$ cat src/hfdb_pkg.sv
// ----------------------------------------------------------------------------
// hfdb_pkg
// Shared types and constants of the host frame to DMX bridge: frame bytes,
// command codes, reply codes, result kinds and parser phases.
// ----------------------------------------------------------------------------
package hfdb_pkg;

  // Host frame bytes
  localparam logic [7:0] ByteStart  = 8'h5A;
  localparam logic [7:0] ByteEnd    = 8'hA5;
  localparam logic [7:0] Cmd96      = 8'hA0;
  localparam logic [7:0] Cmd256     = 8'hA1;
  localparam logic [7:0] Cmd512     = 8'hA2;
  localparam logic [7:0] ReplyError = 8'hC0;
  localparam logic [7:0] ReplyAck   = 8'hC1;

  // Channel counts carried by the commands (10 bits holds 512)
  localparam int unsigned     CountW   = 10;
  localparam logic [CountW-1:0] Count96  = 10'd96;
  localparam logic [CountW-1:0] Count256 = 10'd256;
  localparam logic [CountW-1:0] Count512 = 10'd512;

  localparam int unsigned MaxSlotsDefault = 512;

  // Timer reload after reset
  localparam logic [7:0] TimeoutReset = 8'd10;

  // Configuration register indexes
  localparam logic CfgTimeoutTicks = 1'b0;
  localparam logic CfgIdleReports  = 1'b1;

  // Input selector
  localparam logic ActByte = 1'b0;
  localparam logic ActTick = 1'b1;

  // Parser phase
  typedef enum logic [1:0] {
    PhIdle  = 2'd0,
    PhCmd   = 2'd1,
    PhSlots = 2'd2,
    PhEnd   = 2'd3
  } phase_e;

  // Result kind
  typedef enum logic [1:0] {
    KindBreak = 2'd0,
    KindSlot  = 2'd1,
    KindReply = 2'd2
  } kind_e;

  // Beat positions inside a three-byte reply
  localparam logic [1:0] BeatStart = 2'd0;
  localparam logic [1:0] BeatCode  = 2'd1;
  localparam logic [1:0] BeatEnd   = 2'd2;

endpackage

$ cat src/host_frame_to_dmx_bridge.sv
// ----------------------------------------------------------------------------
// host_frame_to_dmx_bridge
// Parses framed host bytes and timer ticks into DMX break requests, DMX slot
// bytes and three-byte host replies.
// ----------------------------------------------------------------------------
// Each accepted input transfer (host byte or timer tick) updates the parser and
// leaves its results in a single output register. After a transfer with no
// result or one result (break request or slot byte), bytes and ticks can stream
// at one per cycle while the result stream does not stall. A transfer that ends
// a frame yields a reply of three output beats (0x5A, ACK 0xC1 or ERROR 0xC0,
// 0xA5); the output register holds it until all three are taken, and the next
// transfer is taken in the same cycle as the final beat. tlast marks the final
// result of each input transfer. Configuration writes are always ready and
// take effect for the timer at its next reload.
module host_frame_to_dmx_bridge #(
  parameter int unsigned MaxSlots = hfdb_pkg::MaxSlotsDefault
) (
  input  logic       clk_i,
  input  logic       rst_ni,

  // Input stream
  input  logic       s_axis_tvalid_i,
  output logic       s_axis_tready_o,
  input  logic [7:0] s_axis_tdata_i,   // [7:0] rx_byte
  input  logic       s_axis_tuser_i,   // [0] action (0 byte, 1 tick)

  // Result stream
  output logic       m_axis_tvalid_o,
  input  logic       m_axis_tready_i,
  output logic [7:0] m_axis_tdata_o,   // [7:0] value
  output logic [1:0] m_axis_tuser_o,   // [1:0] kind
  output logic       m_axis_tlast_o,

  // Configuration write channel
  input  logic       cfg_valid_i,
  output logic       cfg_ready_o,
  input  logic       cfg_addr_i,
  input  logic [7:0] cfg_data_i
);

  localparam int unsigned SlotW = $clog2(MaxSlots + 1);

  // Configuration registers
  logic [7:0] timeout_ticks_q;
  logic       idle_reports_q;

  // Parser state
  hfdb_pkg::phase_e phase_q, phase_d;
  logic [SlotW-1:0] slots_q, slots_d;
  logic [7:0]       ticks_q, ticks_d;

  // Result register
  logic            res_valid_q;
  hfdb_pkg::kind_e res_kind_q;
  logic [7:0]      res_value_q;
  logic [1:0]      beat_q;

  // Step outputs
  logic              emit;
  hfdb_pkg::kind_e   emit_kind;
  logic [7:0]        emit_value;
  logic [hfdb_pkg::CountW-1:0] cmd_count;
  logic              cmd_ok;
  logic [SlotW-1:0]  cmd_slots;

  logic in_fire, out_fire, out_last;

  assign cfg_ready_o = 1'b1;

  // Configuration writes
  always_ff @(posedge clk_i or negedge rst_ni) begin
    if (!rst_ni) begin
      timeout_ticks_q <= hfdb_pkg::TimeoutReset;
      idle_reports_q  <= 1'b1;
    end else if (cfg_valid_i) begin
      unique case (cfg_addr_i)
        hfdb_pkg::CfgTimeoutTicks: timeout_ticks_q <= cfg_data_i;
        hfdb_pkg::CfgIdleReports:  idle_reports_q  <= cfg_data_i[0];
        default: ;
      endcase
    end
  end

  // Command decode and channel cap
  always_comb begin
    cmd_ok    = 1'b1;
    cmd_count = hfdb_pkg::Count96;
    unique case (s_axis_tdata_i)
      hfdb_pkg::Cmd96:  cmd_count = hfdb_pkg::Count96;
      hfdb_pkg::Cmd256: cmd_count = hfdb_pkg::Count256;
      hfdb_pkg::Cmd512: cmd_count = hfdb_pkg::Count512;
      default:          cmd_ok    = 1'b0;
    endcase
    if (32'(cmd_count) > MaxSlots) begin
      cmd_slots = SlotW'(MaxSlots);
    end else begin
      cmd_slots = SlotW'(cmd_count);
    end
  end

  // Parser next state for one input transfer
  always_comb begin
    phase_d = phase_q;
    slots_d = slots_q;
    ticks_d = timeout_ticks_q;
    if (s_axis_tuser_i == hfdb_pkg::ActTick) begin
      if (ticks_q > 8'd1) begin
        ticks_d = ticks_q - 8'd1;
      end else if (phase_q != hfdb_pkg::PhIdle || idle_reports_q) begin
        // timeout: frame dropped
        phase_d = hfdb_pkg::PhIdle;
      end
    end else begin
      unique case (phase_q)
        hfdb_pkg::PhIdle: begin
          if (s_axis_tdata_i == hfdb_pkg::ByteStart) begin
            phase_d = hfdb_pkg::PhCmd;
          end
        end
        hfdb_pkg::PhCmd: begin
          if (cmd_ok) begin
            slots_d = cmd_slots;
            phase_d = (cmd_slots == '0) ? hfdb_pkg::PhEnd : hfdb_pkg::PhSlots;
          end else begin
            phase_d = hfdb_pkg::PhIdle;
          end
        end
        hfdb_pkg::PhSlots: begin
          if (slots_q > SlotW'(1)) begin
            slots_d = slots_q - SlotW'(1);
          end else begin
            slots_d = '0;
            phase_d = hfdb_pkg::PhEnd;
          end
        end
        hfdb_pkg::PhEnd: begin
          phase_d = hfdb_pkg::PhIdle;
        end
        default: ;
      endcase
    end
  end

  // Parser results for one input transfer
  always_comb begin
    emit       = 1'b0;
    emit_kind  = hfdb_pkg::KindReply;
    emit_value = hfdb_pkg::ReplyError;
    if (s_axis_tuser_i == hfdb_pkg::ActTick) begin
      // timeout: error reply unless idle and silenced
      if (ticks_q <= 8'd1 && (phase_q != hfdb_pkg::PhIdle || idle_reports_q)) begin
        emit = 1'b1;
      end
    end else begin
      unique case (phase_q)
        hfdb_pkg::PhIdle: begin
          emit = (s_axis_tdata_i != hfdb_pkg::ByteStart);
        end
        hfdb_pkg::PhCmd: begin
          emit = 1'b1;
          if (cmd_ok) begin
            emit_kind  = hfdb_pkg::KindBreak;
            emit_value = 8'd0;
          end
        end
        hfdb_pkg::PhSlots: begin
          emit       = 1'b1;
          emit_kind  = hfdb_pkg::KindSlot;
          emit_value = s_axis_tdata_i;
        end
        hfdb_pkg::PhEnd: begin
          emit       = 1'b1;
          emit_value = (s_axis_tdata_i == hfdb_pkg::ByteEnd) ? hfdb_pkg::ReplyAck
                                                              : hfdb_pkg::ReplyError;
        end
        default: ;
      endcase
    end
  end

  // Handshakes
  assign out_fire        = res_valid_q && m_axis_tready_i;
  assign out_last        = (res_kind_q != hfdb_pkg::KindReply) || (beat_q == hfdb_pkg::BeatEnd);
  assign s_axis_tready_o = !res_valid_q || (out_fire && out_last);
  assign in_fire         = s_axis_tvalid_i && s_axis_tready_o;

  // Parser state registers
  always_ff @(posedge clk_i or negedge rst_ni) begin
    if (!rst_ni) begin
      phase_q <= hfdb_pkg::PhIdle;
      slots_q <= '0;
      ticks_q <= hfdb_pkg::TimeoutReset;
    end else if (in_fire) begin
      phase_q <= phase_d;
      slots_q <= slots_d;
      ticks_q <= ticks_d;
    end
  end

  // Result register and reply beat counter
  always_ff @(posedge clk_i or negedge rst_ni) begin
    if (!rst_ni) begin
      res_valid_q <= 1'b0;
      beat_q      <= hfdb_pkg::BeatStart;
    end else if (in_fire) begin
      res_valid_q <= emit;
      beat_q      <= hfdb_pkg::BeatStart;
    end else if (out_fire) begin
      if (out_last) begin
        res_valid_q <= 1'b0;
      end else begin
        beat_q <= beat_q + 2'd1;
      end
    end
  end

  // Result payload, no reset needed
  always_ff @(posedge clk_i) begin
    if (in_fire && emit) begin
      res_kind_q  <= emit_kind;
      res_value_q <= emit_value;
    end
  end

  // Output beat select
  always_comb begin
    m_axis_tdata_o = res_value_q;
    if (res_kind_q == hfdb_pkg::KindReply) begin
      case (beat_q)
        hfdb_pkg::BeatStart: m_axis_tdata_o = hfdb_pkg::ByteStart;
        hfdb_pkg::BeatCode:  m_axis_tdata_o = res_value_q;
        default:             m_axis_tdata_o = hfdb_pkg::ByteEnd;
      endcase
    end
  end

  assign m_axis_tvalid_o = res_valid_q;
  assign m_axis_tuser_o  = res_kind_q;
  assign m_axis_tlast_o  = out_last;

endmodule

$ cat config.mk
export PLATFORM = sky130hd
export DESIGN_NAME = host_frame_to_dmx_bridge
export DESIGN_NICKNAME = d
export VERILOG_FILES = /design/src/hfdb_pkg.sv /design/src/host_frame_to_dmx_bridge.sv
export SDC_FILE = /design/constraint.sdc
export NUM_CORES = 1
export LEC_CHECK = 0
export ABC_AREA = 1
export BUFFER_PORTS_ARGS = -buffer_cell sky130_fd_sc_hd__buf_2
export CAP_MARGIN = 10
export CORE_UTILIZATION = 38
export DETAILED_ROUTE_END_ITERATION = 8
export HOLD_SLACK_MARGIN = 0.1
export SETUP_SLACK_MARGIN = 0.05
export SLEW_MARGIN = 20
export SYNTH_ARGS = -nofsm -noshare
export SYNTH_HDL_FRONTEND = slang
export SYNTH_SLANG_ARGS = --single-unit
$ cat constraint.sdc
create_clock -name clk_i -period 5.4 [get_ports clk_i]
set_input_delay 0.27 -clock clk_i [delete_from_list [all_inputs] [get_ports clk_i]]
set_output_delay 0.27 -clock clk_i [all_outputs]
set_load 0.1 [all_outputs]
==> results.yml, run 1 <==
synthesis:
  synthesized_netlist_cell_count: 350
  synth-warning-count: 0
  synth-adder-area-share: 0.0611
  ys_seq_area_frac: 0.416
  synthDominantAreaCellType: "dfrtp_1"
  post_synthesis_share_of_cell_area_spent_on_and_or_nand_and_nor_gates: 0.313
  synth.top_cells.by_area: "dfrtp_1 25%, nand2_1 14%, edfxtp_1 11%, inv_1 6.3%, ha_1 6.1%"
  post-synth-top-count-cell: "nand2_1"
  async_reset_ff_frac: 0.762
  synth_top_family_by_area: "simple AND/OR/NAND/NOR gates"
  yosys-mux-area-fraction: 0.0211
  netlist_area_sq_um: 2660
  yosys_most_used_dff: "dfrtp_1"
  synth_fp_nets: 386
  synth_compound_area_frac: 0.0865
  synth_edf_count: 10
  synthesis.area_per_instance_sq_um: 7.61
  postSynthRegisterBits: 42
  synth.top_cell.area_share: 0.254
  synthTopCellsByCount: "102 x nand2_1, 45 x inv_1, 40 x nor2_1"
  synth-xor-area-share: 0.0164
  ys_types: 37
timing:
  total_negative_slack_for_setup_checks_ps: 0
  timing.max_slew.rel_slack: 0.472
  setup_viol: 0
  maximum_clock_rate_mhz: 434
  rsz0062_at_grt: "no"
  finalCritPeriodShare: 0.426
  hold_violations: 0
  finalWorstPathRequiredPeriod_ps: 2300
  final_max_slew_viol_count: 0
  skew_ps: 6.49
  timing_worst_slew_pin_value_ps: 789
setup_path:
  critical_path.reg2reg.startpoint: "ticks_q[0]$_DFFE_PN0P_"
  reg2reg_to: "res_value_q[6]$_SDFFCE_PP1P_"
  worst_path_max_delay_cell: "nor2_1"
  critPathLaunchType: "register"
  worstSetupPathType: "register to register"
  buffers_and_inverters_on_the_worst_path: 2
  crit_path_leading_delay_family: "simple AND/OR/NAND/NOR gates"
  endpoint_kind: "register"
  cp_max_fo: 16
  cp.depth: 8
  setup.reg_to_reg.worst_slack_ps: 3100
  cp.arrival_ps: 2240
  required_ps: 5330
  cell_by_cell_listing_of_the_critical_path: "inv_1, ha_1, o21ai_1, nor2_1, nor2_2, nor2_2, inv_1, nor2_1"
  critical_path.max_stage_delay_ps: 550
  reg2reg_depth: 8
floorplan:
  num_io_pins: 37
  core_area_sq_um: 6790
  floorplan.initialDensity: 0.392
  dieHeight_um: 85.7
  dieWidth_um: 85.7
  rows: 30
  design.die.area_sq_um: 7350
clocking:
  cts_buffer_depth: 2
  numClockSinks: 42
  cts-buffers-inserted: 5
  ctsRootBufferMaster: "clkbuf_8"
  worst_skew_pair.late_latency_ps: 300
  post_cts.repair.setup_buffers: 0
  path_clk_slew_ps: 90
  post_cts_resize_count: 0
  cts_tree: "done"
  cts-htree-levels: 2
  cts_hold_repair.buffers: 1
route:
  routed_via_density: 4.65
  first_iter_violations: 54
  detailroute.via_count: 2244
  number_of_drc_violations_after_detailed_routing: 0
  antenna_left: 0
  drt_first_pass_iters: 6
  detail_route.wirelength_um: 5240
  detail_route.wl_per_cell_um: 10.8
finish:
  layout-drive-gt1-share: 0.176
  sequential_cell_area_sq_um: 1110
  postLayoutCellArea_sq_um: 3010
  multi_input_area_sq_um: 1330
  area_growth_syn_to_layout_pct: 13.0
  final_nets: 422
  num_antenna_cells: 0
  fillers: 695
job:
  max_cap_viol_count: 0
place:
  gp_congestion: 0.841
  placed_cell_area_sq_um: 2910
  buffer_ports.inserted: 35
  place.detailed.hpwl_um: 4030
grt:
  antenna_found_initial: 0
  grt_usage: 0.157
  grt_start_max_net_pins: 33
  first_global_vias: 2101
  overflow: 0
  grt_pass1_wl_um: 9180
worst_hold_path:
  min_delay_worst_endpoint: "idle_reports_q$_DFFE_PN1P_"
  holdCritPathClass: "primary input to register"
  holdPathStages: 2
  min_from: "cfg_valid_i"
power_and_ir_drop:
  leakagePower_nw: 1.49
  vdd.ir_drop.worst_v: 0.000133
  cellPowerDensity_nw_per_um2: 474
status:
  run_status: "complete, no violations"
## cells in the final DEF (no fill, tap or decap), drive strengths merged, types with 3 or more instances in the layout
cell | synthesis | layout
nand2 | 106 | 106
inv | 47 | 47
nor2 | 45 | 45
buf | 6 | 35
o21ai | 28 | 28
dfrtp | 27 | 27
nand3 | 21 | 21
ha | 13 | 13
edfxtp | 10 | 10
nor3 | 6 | 6
nand4 | 5 | 5
mux2 | 5 | 5
a21oi | 5 | 5
clkbuf | 1 | 5
dfstp | 5 | 5
xor2 | 4 | 4
o211ai | 3 | 3
## worst max path at each step
stage	from	endpoint
final	ticks_q[0]$_DFFE_PN0P_	res_value_q[6]$_SDFFCE_PP1P_
after global routing	ticks_q[0]$_DFFE_PN0P_	res_value_q[6]$_SDFFCE_PP1P_
after CTS	ticks_q[0]$_DFFE_PN0P_	res_value_q[6]$_SDFFCE_PP1P_
after detailed placement	ticks_q[0]$_DFFE_PN0P_	res_value_q[1]$_SDFFCE_PP0P_
after global placement	ticks_q[0]$_DFFE_PN0P_	res_value_q[1]$_SDFFCE_PP0P_
after floorplan	m_axis_tuser_o[1]$_SDFFCE_PP1P_	m_axis_tdata_o[0]
## per-layer routing
metal / track usage / wire length (um)
met1: 0.205 / 2580
met2: 0.261 / 2440
met3: 0.0318 / 134
met4: 0.0515 / 90
met5: 0 / 0
## per-stage QoR
stage | total power [mW] | worst slack (ps) | std cells | hold WS, ps | util
floorplan | 1.10 | 2840 | 350 | -25.6 | -
global placement | 1.22 | 3170 | 474 | 383 | 0.428
detailed placement | 1.23 | 3120 | 474 | 376 | 0.428
CTS | 1.44 | 3090 | 483 | 131 | 0.443
global route | 1.55 | 2870 | 483 | 131 | 0.443
finish | 1.43 | 3100 | 483 | 141 | 0.443
## area by class of cell
type | instances | area share
repair buffers | 36 | 0.0615
flip-flops and latches | 42 | 0.368
inverters | 47 | 0.0586
well taps | 96 | 0.0399
clock inverters | 3 | 0.00707
clock buffers | 5 | 0.0229
multi-input cells | 254 | 0.442
## kinds of logic after synthesis
kind of cell,count (synthesis)
compound gates,42
buf+inv,54
flops,42
simple gates,188
fa+ha+maj,13
mux,5
xor+xnor,5
other cells,1
## where the power goes
part / total, mW / switching (mW) / internal, mW / leakage, nW
Clock: 0.207 / 0.116 / 0.0909 / 0.0441
Sequential: 0.480 / 0.0621 / 0.418 / 0.482
Combinational: 0.741 / 0.547 / 0.194 / 0.960
Total: 1.43 / 0.725 / 0.703 / 1.49
## registers in the layout, summed over array words and instances (netlist names)
name / flops
beat_q: 2
res_value_q: 8
m_axis_tvalid_o: 1
idle_reports_q: 1
phase_q: 2
timeout_ticks_q: 8
m_axis_tuser_o: 2
ticks_q: 8
slots_q: 10
No activity file was read; power rests on OpenSTA's default activity.
==> run 2: changes to the inputs <==
--- a/config.mk
+++ b/config.mk
@@ -5,7 +5,7 @@
 export SDC_FILE = /design/constraint.sdc
 export NUM_CORES = 1
 export LEC_CHECK = 0
-export ABC_AREA = 1
+export ABC_AREA = 0
 export BUFFER_PORTS_ARGS = -buffer_cell sky130_fd_sc_hd__buf_2
 export CAP_MARGIN = 10
 export CORE_UTILIZATION = 38
==> constraint.sdc (replaced) <==
create_clock -name clk_i -period 2.1 [get_ports clk_i]
set_input_delay 0.105 -clock clk_i [delete_from_list [all_inputs] [get_ports clk_i]]
set_output_delay 0.105 -clock clk_i [all_outputs]
set_load 0.1 [all_outputs]
==> run 2 against run 1 <==
Effect of this change:
- first-iteration DRC count grew 57%
- clock-buffer cell count grew 1
- power grew to 3.1 times the previous value
- highest routed layer unchanged
- die area grew 0.55%
- critical endpoint is now slots_q[9]$_DFFE_PN0P_
- hold slack gained 1.0 ps
- critical path type unchanged
==> results.yml, run 2 <==
synthesis:
  synth-warning-count: 0
  async_reset_ff_frac: 0.762
  synthTopCellsByCount: "27 x dfrtp_1, 24 x nand2_1, 19 x inv_1"
  synthesized_netlist_cell_count: 265
  netlist_area_sq_um: 2680
  yosys_most_used_dff: "dfrtp_1"
  synthesis.area_per_instance_sq_um: 10.1
  ys_seq_area_frac: 0.414
  synth.top_cell.area_share: 0.252
  postSynthRegisterBits: 42
  synthDominantAreaCellType: "dfrtp_1"
  post-synth-top-count-cell: "dfrtp_1"
  synth_edf_count: 10
  synth.top_cells.by_area: "dfrtp_1 25%, edfxtp_1 11%, ha_1 6.1%, dfstp_2 4.9%, mux2_2 4.6%"
  ys_types: 73
  synth_fp_nets: 301
setup_path:
  worstSetupPathType: "register to register"
  endpoint_kind: "register"
  cp_max_fo: 4
  required_ps: 2280
  cp.arrival_ps: 2160
  critPathLaunchType: "register"
grt:
  grt_start_max_net_pins: 33
  overflow: 0
  antenna_found_initial: 0
  grt_usage: 0.181
  grt_pass1_wl_um: 10600
  first_global_vias: 2181
timing:
  rsz0062_at_grt: "yes"
  setup_viol: 0
  hold_violations: 0
  final_max_slew_viol_count: 0
  timing.max_slew.rel_slack: 0.526
  maximum_clock_rate_mhz: 504
  timing_worst_slew_pin_value_ps: 712
  total_negative_slack_for_setup_checks_ps: 0
  finalCritPeriodShare: 0.944
  skew_ps: 7.55
  finalWorstPathRequiredPeriod_ps: 1980
  holdWs_ps: 142
route:
  detailroute.via_count: 2239
  number_of_drc_violations_after_detailed_routing: 0
  routed_via_density: 5.33
  antenna_left: 0
  detail_route.wl_per_cell_um: 15.1
  first_iter_violations: 85
  drt_first_pass_iters: 4
  detail_route.wirelength_um: 6330
power_and_ir_drop:
  post-layout-total-power_mw: 4.40
  leakagePower_nw: 1.45
  vdd.ir_drop.worst_v: 0.000590
  cellPowerDensity_nw_per_um2: 1230
clocking:
  numClockSinks: 42
  cts-buffers-inserted: 5
  worst_skew_pair.late_latency_ps: 300
  cts_tree: "done"
  ctsRootBufferMaster: "clkbuf_8"
  path_clk_slew_ps: 80
  cts_buffer_depth: 2
  cts-htree-levels: 2
finish:
  final_nets: 359
  fillers: 615
  layout-drive-gt1-share: 0.355
  largest-register: "slots_q"
  post-route-util: 0.526
  commonest_non_fill_non_tap_cell_in_the_layout: "buf_2"
  largest_register_ff_count: 10
  area_growth_syn_to_layout_pct: 33.5
  final_cell_mix: "27 x buf_2, 26 x dfrtp_1, 18 x inv_1"
  num_antenna_cells: 0
floorplan:
  num_io_pins: 37
  core_area_sq_um: 6790
  dieWidth_um: 85.9
  rows: 30
  dieHeight_um: 85.9
  design.die.area_sq_um: 7390
  floorplan.initialDensity: 0.394
worst_hold_path:
  holdCritPathClass: "primary input to register"
place:
  place.detailed.hpwl_um: 4530
  gp_congestion: 0.850
  buffer_ports.inserted: 35
status:
  run_status: "complete, no violations"
job:
  max_cap_viol_count: 0
[run 2: power breakdown]
part           switching (mW)  leakage [nW]  total (mW)  internal, mW
Combinational            1.45         0.908        2.36         0.902
Sequential              0.237         0.470        1.32          1.09
Clock                   0.290        0.0665       0.718         0.428
[run 2: worst max-delay path, cell delays in order (launching register included)]
cell	delay [ps]
dfrtp_1	420
or4_4	590
or3_4	410
a2111oi_4	340
o22ai_1	110
[run 2: cell families after synthesis]
kind of cell | share of synthesized area
AO/OA/AOI/OAI | 0.217
adder cells (fa/ha/maj) | 0.0607
buffers and inverters | 0.0397
flip-flops | 0.414
multiplexers | 0.0537
AND/OR/NAND/NOR | 0.210
other | 0.00140
XOR/XNOR | 0.00327
[run 2: metrics by stage]
stage          instances  setup WS [ps]  instance area [sq um]
2_1_floorplan        265          -28.4                   2840
3_3_place_gp         400           73.0                   3240
3_5_place_dp         400           45.8                   3240
4_1_cts              418           11.8                   3490
5_1_grt              420           23.8                   3570
6_report             420            118                   3570
[run 2: final timing paths]
kind,from,to,slack (ps),cells past startpoint
worst min-delay path,cfg_valid_i,idle_reports_q$_DFFE_PN1P_,140,3
worst min register to register,timeout_ticks_q[1]$_DFFE_PN1P_,ticks_q[1]$_DFFE_PN1P_,510,2
max in group asynchronous,rst_ni,m_axis_tvalid_o$_DFFE_PN0P_,1220,2
min in group asynchronous,rst_ni,beat_q[1]$_DFFE_PN0P_,390,2
worst max register to register,slots_q[6]$_DFFE_PN0P_,slots_q[9]$_DFFE_PN0P_,120,4
worst max-delay path,slots_q[6]$_DFFE_PN0P_,slots_q[9]$_DFFE_PN0P_,120,4
[run 2: cell type report]
| cell class | count | area, sq um | area share |
|---|---|---|---|
| Tap cell | 96 | 120 | 0.0336 |
| Clock buffer | 6 | 93.8 | 0.0263 |
| Sequential cell | 42 | 1110 | 0.310 |
| Inverter | 19 | 73.8 | 0.0207 |
| Multi-Input combinational cell | 198 | 1710 | 0.477 |
| Timing Repair Buffer | 57 | 433 | 0.121 |
| Clock inverter | 2 | 38.8 | 0.0109 |
[run 2: layer usage]
| metal | global-route usage | share of wire | routed length [um] | vias up |
|---|---|---|---|---|
| met1 | 0.241 | 0.47 | 2990 | 1074 |
| met4 | 0.0455 | 0.0043 | 27 | 0 |
| met3 | 0.0337 | 0.033 | 212 | 2 |
| met2 | 0.302 | 0.49 | 3100 | 48 |
| met5 | 0 | 0 | 0 | - |
| li1 | - | - | - | 1115 |
[run 2: timing repair]
item / 4_1_cts / 5_1_grt
setup endpoints to repair: 19 / 24
cloned: 1 / 1
gates resized for setup: 6 / 12
pin swaps: 1 / 3
hold endpoints to repair: 36 / 0
hold buffers: 9 / 0
buffers inserted: 0 / 1
